`src/rtl/srdm_pkg.sv`:
```
// Package for the sorted record delta merge: payload structs, the step entry
// passed from the front to the back, the queue sizes, and the codes the modules share.
// No dependencies.
package srdm_pkg;

    localparam int QDEPTH   = 4;
    localparam int QPTR_W   = $clog2(QDEPTH);
    localparam int QCNT_W   = $clog2(QDEPTH + 1);
    localparam int CFG_IDX_W = 2;
    localparam int CFG_DATA_W = 32;

    localparam logic [1:0] REQ_BASE     = 2'd0;
    localparam logic [1:0] REQ_CHANGE   = 2'd1;
    localparam logic [1:0] REQ_END_BASE = 2'd2;
    localparam logic [1:0] REQ_END_CHG  = 2'd3;

    localparam logic [1:0] KIND_RECORD = 2'd0;
    localparam logic [1:0] KIND_STATUS = 2'd1;
    localparam logic [1:0] KIND_ERROR  = 2'd2;

    localparam logic [1:0] NEED_BASE   = 2'd0;
    localparam logic [1:0] NEED_CHANGE = 2'd1;
    localparam logic [1:0] NEED_BOTH   = 2'd2;
    localparam logic [1:0] NEED_DONE   = 2'd3;

    localparam logic [CFG_IDX_W-1:0] CFG_MIN_COUNT  = 2'd0;
    localparam logic [CFG_IDX_W-1:0] CFG_STRICT     = 2'd1;
    localparam logic [CFG_IDX_W-1:0] CFG_USE_COUNTS = 2'd2;

    typedef struct packed {
        logic [1:0]         req_type;
        logic [31:0]        pre_id;
        logic [31:0]        post_id;
        logic signed [15:0] weight;
        logic [31:0]        hit_count;
    } req_t;

    typedef struct packed {
        logic [1:0]         kind;
        logic [31:0]        out_pre;
        logic [31:0]        out_post;
        logic signed [15:0] out_weight;
        logic [1:0]         need;
        logic [31:0]        total;
        logic               last;
    } rsp_t;

    typedef struct packed {
        logic        is_err;
        logic        has_rec;
        logic [31:0] pre;
        logic [31:0] post;
        logic [15:0] weight;
        logic [1:0]  need;
        logic [31:0] total;
    } step_t;

endpackage

```
`src/rtl/srdm_front.sv`:
```
// Front part of the merge: holds the configuration, the two stream heads and
// the running total, and classifies each accepted transaction into one step
// entry. Depends on srdm_pkg.
module srdm_front (
    input  logic                             clk,
    input  logic                             rst_n,
    input  logic                             wr_en,
    input  logic [srdm_pkg::CFG_IDX_W-1:0]   wr_index,
    input  logic [srdm_pkg::CFG_DATA_W-1:0]  wr_data,
    input  logic                             take,
    input  srdm_pkg::req_t                   req,
    output srdm_pkg::step_t                  step
);
    import srdm_pkg::*;

    logic [31:0] min_count_reg;
    logic        strict_reg;
    logic        use_counts_reg;

    logic        bv_reg, cv_reg, be_reg, ce_reg, err_reg;
    logic [63:0] bkey_reg, ckey_reg;
    logic [15:0] bw_reg, cw_reg;
    logic [31:0] bcnt_reg, total_reg;

    logic        bv_next, cv_next, be_next, ce_next, err_next;
    logic [63:0] bkey_next, ckey_next;
    logic [15:0] bw_next, cw_next;
    logic [31:0] bcnt_next, total_next;

    logic [63:0] in_key;
    logic        go, base_less, base_more, emit;
    logic [63:0] ekey;
    logic [15:0] ew, neg_cnt;
    logic        nb, nc;

    assign in_key  = {req.post_id, req.pre_id};
    assign neg_cnt = (~bcnt_next[15:0]) + 16'd1;

    always_comb
    begin
        bv_next    = bv_reg;
        cv_next    = cv_reg;
        be_next    = be_reg;
        ce_next    = ce_reg;
        err_next   = err_reg;
        bkey_next  = bkey_reg;
        ckey_next  = ckey_reg;
        bw_next    = bw_reg;
        cw_next    = cw_reg;
        bcnt_next  = bcnt_reg;
        emit       = 1'b0;
        ekey       = '0;
        ew         = '0;
        go         = 1'b0;
        base_less  = 1'b0;
        base_more  = 1'b0;
        if (!err_reg)
        begin
            unique case (req.req_type)
                REQ_BASE:
                begin
                    if (!(bv_reg || be_reg))
                    begin
                        bkey_next = in_key;
                        bw_next   = req.weight;
                        bcnt_next = req.hit_count;
                        bv_next   = 1'b1;
                    end
                end
                REQ_CHANGE:
                begin
                    if (!(cv_reg || ce_reg))
                    begin
                        ckey_next = in_key;
                        cw_next   = req.weight;
                        cv_next   = 1'b1;
                    end
                end
                REQ_END_BASE:
                begin
                    if (!bv_reg)
                        be_next = 1'b1;
                end
                REQ_END_CHG:
                begin
                    if (!cv_reg)
                        ce_next = 1'b1;
                end
                default:
                begin
                end
            endcase

            go        = (bv_next || be_next) && (cv_next || ce_next) && (bv_next || cv_next);
            base_less = !cv_next || (bv_next && (bkey_next < ckey_next));
            base_more = !bv_next || (cv_next && (bkey_next > ckey_next));

            if (go && base_less)
            begin
                bv_next = 1'b0;
                ekey    = bkey_next;
                ew      = bw_next;
                emit    = 1'b1;
                if (use_counts_reg)
                begin
                    if (bcnt_next < min_count_reg)
                        emit = 1'b0;
                    else if (bw_next[15])
                        ew = neg_cnt;
                    else
                        ew = bcnt_next[15:0];
                end
            end
            else if (go)
            begin
                if (base_more && strict_reg && (cw_next == 16'd0))
                begin
                    err_next = 1'b1;
                end
                else
                begin
                    cv_next = 1'b0;
                    if (!base_more)
                        bv_next = 1'b0;
                    if (cw_next != 16'd0)
                    begin
                        ekey = ckey_next;
                        ew   = cw_next;
                        emit = 1'b1;
                    end
                end
            end
        end

        total_next = total_reg;
        if (emit && (total_reg != '1))
            total_next = total_reg + 32'd1;

        nb = !(bv_next || be_next);
        nc = !(cv_next || ce_next);

        step.is_err  = err_next;
        step.has_rec = emit;
        step.pre     = ekey[31:0];
        step.post    = ekey[63:32];
        step.weight  = ew;
        step.total   = total_next;
        if (err_next)
            step.need = NEED_DONE;
        else if (nb && nc)
            step.need = NEED_BOTH;
        else if (nb)
            step.need = NEED_BASE;
        else if (nc)
            step.need = NEED_CHANGE;
        else
            step.need = NEED_DONE;
    end

    always_ff @(posedge clk or negedge rst_n)
    begin
        if (!rst_n)
        begin
            min_count_reg  <= '0;
            strict_reg     <= 1'b0;
            use_counts_reg <= 1'b0;
        end
        else if (wr_en)
        begin
            unique case (wr_index)
                CFG_MIN_COUNT:  min_count_reg  <= wr_data;
                CFG_STRICT:     strict_reg     <= wr_data[0];
                CFG_USE_COUNTS: use_counts_reg <= wr_data[0];
                default:
                begin
                end
            endcase
        end
    end

    always_ff @(posedge clk or negedge rst_n)
    begin
        if (!rst_n)
        begin
            bv_reg    <= 1'b0;
            cv_reg    <= 1'b0;
            be_reg    <= 1'b0;
            ce_reg    <= 1'b0;
            err_reg   <= 1'b0;
            total_reg <= '0;
        end
        else if (take)
        begin
            bv_reg    <= bv_next;
            cv_reg    <= cv_next;
            be_reg    <= be_next;
            ce_reg    <= ce_next;
            err_reg   <= err_next;
            total_reg <= total_next;
        end
    end

    always_ff @(posedge clk)
    begin
        if (take)
        begin
            bkey_reg <= bkey_next;
            ckey_reg <= ckey_next;
            bw_reg   <= bw_next;
            cw_reg   <= cw_next;
            bcnt_reg <= bcnt_next;
        end
    end

    // Once raised, the error state holds until reset.
    assert property (@(posedge clk) disable iff (!rst_n) err_reg |=> err_reg)
        else $error("error state cleared without reset");

    // A step never emits a record while in the error state.
    assert property (@(posedge clk) disable iff (!rst_n)
        (take && step.is_err) |-> !step.has_rec)
        else $error("record emitted in an error step");

    // The running total changes only after an accepted transaction, by at most one record.
    assert property (@(posedge clk) disable iff (!rst_n)
        !$past(take) |-> $stable(total_reg))
        else $error("total changed without a transaction");

endmodule

```
`src/rtl/srdm_queue.sv`:
```
// Short queue of step entries between the front and the back part of the
// merge, held in registers. Depends on srdm_pkg.
module srdm_queue (
    input  logic             clk,
    input  logic             rst_n,
    input  logic             push,
    input  srdm_pkg::step_t  push_data,
    input  logic             pop,
    output srdm_pkg::step_t  head,
    output logic             not_empty,
    output logic             not_full
);
    import srdm_pkg::*;

    step_t              mem_reg [QDEPTH];
    logic [QPTR_W-1:0]  wr_ptr_reg, rd_ptr_reg;
    logic [QCNT_W-1:0]  count_reg;

    assign not_empty = (count_reg != '0);
    assign not_full  = (count_reg != QCNT_W'(QDEPTH));
    assign head      = mem_reg[rd_ptr_reg];

    always_ff @(posedge clk or negedge rst_n)
    begin
        if (!rst_n)
        begin
            wr_ptr_reg <= '0;
            rd_ptr_reg <= '0;
            count_reg  <= '0;
        end
        else
        begin
            if (push)
                wr_ptr_reg <= wr_ptr_reg + 1'b1;
            if (pop)
                rd_ptr_reg <= rd_ptr_reg + 1'b1;
            if (push && !pop)
                count_reg <= count_reg + 1'b1;
            else if (pop && !push)
                count_reg <= count_reg - 1'b1;
        end
    end

    always_ff @(posedge clk)
    begin
        if (push)
            mem_reg[wr_ptr_reg] <= push_data;
    end

    // Entries are never written into a full queue or taken from an empty one.
    assert property (@(posedge clk) disable iff (!rst_n) push |-> not_full)
        else $error("push into a full queue");

    assert property (@(posedge clk) disable iff (!rst_n) pop |-> not_empty)
        else $error("pop from an empty queue");

endmodule

```
`src/rtl/srdm_back.sv`:
```
// Back part of the merge: turns each queued step entry into its record item, if it has
// one, and its status or error item on the output channel. Depends on srdm_pkg.
module srdm_back (
    input  logic             clk,
    input  logic             rst_n,
    input  srdm_pkg::step_t  head,
    input  logic             head_valid,
    output logic             pop,
    output logic             rsp_valid,
    input  logic             rsp_ready,
    output srdm_pkg::rsp_t   rsp
);
    import srdm_pkg::*;

    logic phase_reg;
    logic rec_now;

    assign rec_now   = head.has_rec && !phase_reg;
    assign rsp_valid = head_valid;
    assign pop       = head_valid && rsp_ready && !rec_now;

    always_comb
    begin
        if (rec_now)
        begin
            rsp.kind       = KIND_RECORD;
            rsp.out_pre    = head.pre;
            rsp.out_post   = head.post;
            rsp.out_weight = head.weight;
            rsp.need       = NEED_BASE;
            rsp.total      = '0;
            rsp.last       = 1'b0;
        end
        else
        begin
            rsp.kind       = head.is_err ? KIND_ERROR : KIND_STATUS;
            rsp.out_pre    = '0;
            rsp.out_post   = '0;
            rsp.out_weight = '0;
            rsp.need       = head.need;
            rsp.total      = head.total;
            rsp.last       = 1'b1;
        end
    end

    always_ff @(posedge clk or negedge rst_n)
    begin
        if (!rst_n)
            phase_reg <= 1'b0;
        else if (head_valid && rsp_ready)
            phase_reg <= rec_now;
    end

endmodule

```
`src/rtl/sorted_record_delta_merge.sv`:
```
// Two-way merge of a sorted base stream and a sorted change stream.
// Throughput: one input transaction per cycle while the queue is not full; the output
// carries one item per cycle while rsp_ready is high. Each step entry is registered in
// a four-entry queue; a step with a record sends the record item, then its status item.
// Reset clears the heads, end flags, total, error state, configuration and queue.
module sorted_record_delta_merge (
    input  logic                             clk,
    input  logic                             rst_n,
    input  logic                             wr_en,
    input  logic [srdm_pkg::CFG_IDX_W-1:0]   wr_index,
    input  logic [srdm_pkg::CFG_DATA_W-1:0]  wr_data,
    input  logic                             req_valid,
    output logic                             req_ready,
    input  srdm_pkg::req_t                   req,
    output logic                             rsp_valid,
    input  logic                             rsp_ready,
    output srdm_pkg::rsp_t                   rsp
);
    import srdm_pkg::*;

    step_t step, head;
    logic  take, pop, not_empty, not_full;

    assign req_ready = not_full;
    assign take      = req_valid && not_full;

    srdm_front u_front (
        .clk      (clk),
        .rst_n    (rst_n),
        .wr_en    (wr_en),
        .wr_index (wr_index),
        .wr_data  (wr_data),
        .take     (take),
        .req      (req),
        .step     (step)
    );

    srdm_queue u_queue (
        .clk       (clk),
        .rst_n     (rst_n),
        .push      (take),
        .push_data (step),
        .pop       (pop),
        .head      (head),
        .not_empty (not_empty),
        .not_full  (not_full)
    );

    srdm_back u_back (
        .clk        (clk),
        .rst_n      (rst_n),
        .head       (head),
        .head_valid (not_empty),
        .pop        (pop),
        .rsp_valid  (rsp_valid),
        .rsp_ready  (rsp_ready),
        .rsp        (rsp)
    );

endmodule

```
`config.mk`:
```
export PLATFORM = sky130hd
export DESIGN_NAME = sorted_record_delta_merge
export DESIGN_NICKNAME = d
export VERILOG_FILES = /design/src/rtl/srdm_pkg.sv /design/src/rtl/srdm_front.sv /design/src/rtl/srdm_queue.sv /design/src/rtl/srdm_back.sv /design/src/rtl/sorted_record_delta_merge.sv
export SDC_FILE = /design/constraint.sdc
export NUM_CORES = 1
export LEC_CHECK = 0
export ABC_AREA = 1
export BUFFER_PORTS_ARGS = -buffer_cell sky130_fd_sc_hd__buf_4
export CORE_UTILIZATION = 30
export DETAILED_ROUTE_END_ITERATION = 12
export PLACE_DENSITY = 0.51
export SYNTH_ARGS = -nofsm -noshare
export SYNTH_HDL_FRONTEND = slang
export SYNTH_SLANG_ARGS = --single-unit
```
`constraint.sdc`:
```
create_clock -name clk -period 9.3 [get_ports clk]
set_input_delay 1.395 -clock clk [delete_from_list [all_inputs] [get_ports clk]]
set_output_delay 1.395 -clock clk [all_outputs]
set_load 0.02 [all_outputs]
```
======== Word-level counts from Yosys, hierarchy flattened ========
Memories as Yosys holds them, arrays and structs flattened.
Cells that the tools add are included.
storage, ports and cells
  flip-flop bits (word level) ............. 271
  memory bits (writable) .................. 464
  input bits .............................. 153
  output and inout bits ................... 119
  word-level logic and storage cells ...... 154
  memories kept ........................... 1
memory list
  name             words  width  rd ports  clocked after memory_dff  write ports  line              text
  u_queue.mem_reg  4      116    1         0                         1            srdm_queue.sv:15  step_t mem_reg [QDEPTH];
cells by class
  add/sub/neg operators ................... 6
  $lt $le $gt $ge ......................... 3
  eq/ne operators ......................... 7
  multiplexer cells ....................... 74
  bitwise gates (word level) .............. 2
  reductions and logical operators ........ 42
operators with widths
  operator                 count
  $mux W64                 11
  $mux W16                 15
  $mux W32                 4
  $mux W117                1
  $gt A64 B64 Y1           1
  $lt A64 B64 Y1           1
  $mux W1                  36
  $add A32 B1 Y32 const B  1
  $lt A32 B32 Y1           1
  $ne A32 B32 Y1 const B   1
  $add A16 B1 Y16 const B  1
  $logic_not A16 Y1        1
  $not A16 Y16             1
  $reduce_bool A16 Y1      1
  $logic_and A1 B1 Y1      15
  $mux W2                  5
  $logic_or A1 B1 Y1       9
  $logic_not A1 Y1         8
  $reduce_and A2 Y1        4
  $eq A2 B2 Y1 const B     3
  $mux W3                  2
  $add A2 B1 Y2 const B    2
  $eq A2 B1 Y1 const B     2
  $logic_not A2 Y1         2
  6 further kinds          6

======== Logic depth before layout (Yosys ltp) ========
  depth after elaboration ................. 18
  gate-level depth with buffers ........... 30
  gate-level depth less buffers ........... 26

======== Cells and area by module ========
A second synthesis with hierarchy kept.
unflattened totals
  cells, all modules ...................... 3830
  area total of the unflattened synthesis .. 36947.9 um^2
modules (own cells, without submodules)
  module                     instances  cells an instance  area each (um^2)  seq. area each (um^2)
  srdm_queue                 1          1402               18944.4           14108.5
  srdm_front                 1          2172               16926.2           7542.2
  srdm_back                  1          254                1069.8            25.0
  sorted_record_delta_merge  1          2                  7.5               0.0

======== Worst setup path before layout ========
Ideal clock, no wire load.
  kind .................................... input port to flip-flop
  start point ............................. in req_valid
  end point ............................... reg u_front.bv_reg
  library setup time ...................... 0.475 ns
  arrival time ............................ 9.199 ns
  data required time ...................... 8.825 ns
  setup slack ............................. -0.374 ns
  stages on the path ...................... 3
  buffers on the path ..................... 0
  path through ............................ nand2_1 -> nor2_1 -> o21ai_0
between the ends
  word-level cells in the longest chain between the ends .. 1
RTL lines
  what                  line                             text
  from (decl)           sorted_record_delta_merge.sv:12  input logic req_valid,
  $logic_and A1 B1 Y1   sorted_record_delta_merge.sv:25  assign take = req_valid && not_full;
  to (signal assigned)  srdm_front.sv:194                bv_reg <= bv_next;
  to (decl)             srdm_front.sv:20                 logic bv_reg, cv_reg, be_reg, ce_reg, err_reg;
Every way passes these cells.
A chain may end at the register's enable or synchronous reset.

==> summary.txt <==
Die
  • Initial core utilization: 30.3%
  • Row cnt: 125
  • Area of the core: 0.116 mm^2
  • Ports: 272
  • DIE WIDTH: 345 um
  • Chip height: 345 um
  • Die ar.: 0.119 mm^2

Clock tree
  • # H-tree levels: 3
  • Post-CTS Setup Inserts: 0
  • Clock Sink Count: 735
  • Total CTS buffers: 83
  • Clock slew at reported path FFs: 60 ps
  • Clock latency on the worst-skew pair: 670 ps
  • Root Driver: clkbuf_16
  • Resize count post-CTS: 0
  • Cts hold-fix bufs: 0
  • CTS tree: yes
  • Clk buf depth: 3

Logic synthesis
  • Simple-gate portion of the synthesized area: 16.8%
  • Syn Nets: 3823
  • Count of cell types in the netlist: 51
  • Area of the mapped netlist: 0.0352 mm^2
  • Largest cells by area after synthesis: edfxtp_1 56%, nand2_1 7.7%, nor2_1 6.1%, dfrtp_1 5.6%, o21ai_0 5.2%
  • Syn Inst Count: 3569
  • XOR/XNOR Fraction of Synth Area: 0.945%
  • Register area share after synthesis: 61.6%
  • Mapped Avg Cell Area: 9.87 um^2
  • Post-synthesis adder-cell area fraction: 3.61%
  • Top-area cell type share of the netlist area: 55.9%
  • Ys Warns: 0
  • EDFF count, synth: 656
  • Yosys reg bits: 735
  • Async set-or-reset flop fraction in the synthesized netlist: 10.7%
  • Compound-Gate Fraction of Synth Area: 11.0%
  • Mux contribution to synthesized area: 0.0888%
  • Post-synth top area cell: edfxtp_1
  • Largest family of logic cells by synthesized area: simple AND/OR/NAND/NOR gates
  • Synth Flop Type: edfxtp_1

Place
  • Post-DP HPWL: 65100 um
  • Port Buffers: 271
  • GPL Wtd Cong: 0.825

Layout
  • Share of cells above drive strength 1: 13.0%
  • Final net count: 4021
  • Most frequent cells in the layout: 719 x nand2_1, 656 x edfxtp_1, 568 x nor2_1, 369 x o21ai_0, 330 x inv_1
  • Area Overhead vs Synth: 17.6%
  • FF+latch area: 0.0217 mm^2
  • Fillcell total: 11600
  • Most common cell after layout, fill and taps aside: nand2_1
  • Largest register FFs: 464
  • Multi-input gate area: 0.0115 mm^2

GRT
  • Vias in the first global route: 24500
  • Antenna violations before repair: 7
  • First-pass GRT wire length: 155000 um
  • Overflow after GRT: 0
  • Largest net degree at the start of global routing: 189
  • Tot GR Track Use: 17.4%

Pwr
  • Total power: 11100 uW
  • Max VDD drop: 0.145 mV
  • LEAKAGE: 0.0160 uW
  • PD cells: 268 mW/mm^2

Drt
  • # DRC: 0
  • DR WL/cell: 19.3 um
  • Antenna-violating nets left: 0
  • DRT iter0 DRCs: 1841
  • Router iterations before antenna repair: 5
  • Via Count: 25300
  • Routed vias/inst: 4.73
  • DRT Wirelength: 103000 um

STA
  • Setup TNS: 0 ps
  • F_max: 156 MHz
  • Setup violations, final: 0
  • Final period utilization: 68.7%
  • Fin. max-slew vios: 0
  • Worst hold margin: 503 ps
  • Min Tclk post-route: 6390 ps
  • Post-Route Skew: 34.6 ps
  • Relative slew slack: 15.7%
  • RSZ-0062 raised after global routing: false
  • Measured slew at the worst slew-check pin: 1260 ps
  • Final hold vios: 0

Flow run
  • Total of max-cap violations: 0

Worst setup path
  • Flop-to-flop setup slack: 3670 ps
  • Crit path capture type: primary output
  • Worst EP required: 7910 ps
  • Worst Setup Path Type: register to primary output
  • CP Launch Type: register
  • CP Max Fanout: 87
  • Worst reg2reg path depth: 20
  • Arr. time, crit path: 5000 ps

Run status
  • Status: complete, no violations

Worst hold path
  • Hold-critical path depth: 2
  • Hold Crit Class: register to register
## report_power, final
part	total [uW]	switching, uW	internal [uW]
Combinational	3560	2500	1060
Sequential	4240	140	4100
Clock	3300	1370	1920
Total	11100	4020	7080
## logic make-up after synthesis
group | count (synthesis)
compound gates | 700
flops | 735
mux | 3
xor+xnor | 38
simple gates | 1466
buf+inv | 526
fa+ha+maj | 101
## metal layers
layer	routed length, um	track usage, %	up-vias
met3	5400	2.98	100
met4	1660	4.42	2
li1	-	-	12600
met5	12	0	-
met2	48500	28.2	561
met1	47800	23.9	12100
## Yosys cell counts (4+ instances only)
cell,count
a211oi_1,58
a211oi_2,13
a21oi_1,189
a31oi_1,9
and2_1,4
buf_1,21
buf_2,26
buf_4,5
buf_6,12
clkbuf_1,125
dfrtp_1,79
edfxtp_1,656
ha_1,100
inv_1,330
nand2_1,721
nand2_2,24
nand3_1,34
nand4_1,59
nor2_1,573
nor3_1,22
nor4_1,13
o21ai_0,369
o21ai_1,10
o22ai_1,35
xnor2_1,4
xor2_1,34
## final timing paths
check,endpoint,start
worst min-delay path,u_front.min_count_reg[0],u_front.min_count_reg[0]
max in group asynchronous,u_queue.rd_ptr_reg[0],rst_n
worst max-delay path,rsp[113],u_queue.rd_ptr_reg[0]
worst max register to register,u_queue.mem_reg[1][0],u_front.bv_reg
worst min register to register,u_front.min_count_reg[0],u_front.min_count_reg[0]
min in group asynchronous,u_front.total_reg[5],rst_n
## layout make-up
| cell class | count | area share, % |
|---|---|---|
| flip-flops and latches | 735 | 52.3 |
| clock buffers | 105 | 5.24 |
| well taps | 1524 | 4.60 |
| diodes | 3 | 0.0181 |
| multi-input cells | 2308 | 27.7 |
| clock inverters | 47 | 1.35 |
| repair buffers | 302 | 5.62 |
| inverters | 337 | 3.08 |
## critical path, cell delays in order (launching register included)
cell and delay [ps]:
dfrtp_4 720, inv_6 560, buf_4 790, nor2_1 110, o22ai_1 320, nand2_4 490, buf_4 580, a21oi_1 480
buf_4 230
## metrics by stage
step	worst slack [ps]	util, %	instance area (um^2)	std cells
after global placement	2430	33.3	38700	5206
after floorplan	2080	-	35200	3569
after CTS	2590	35.6	41400	5358
after global routing	2530	35.6	41400	5361
after detailed placement	2450	33.3	38700	5206
final	2910	35.6	41400	5361
Note: power is estimated with default switching activity, not from simulation.
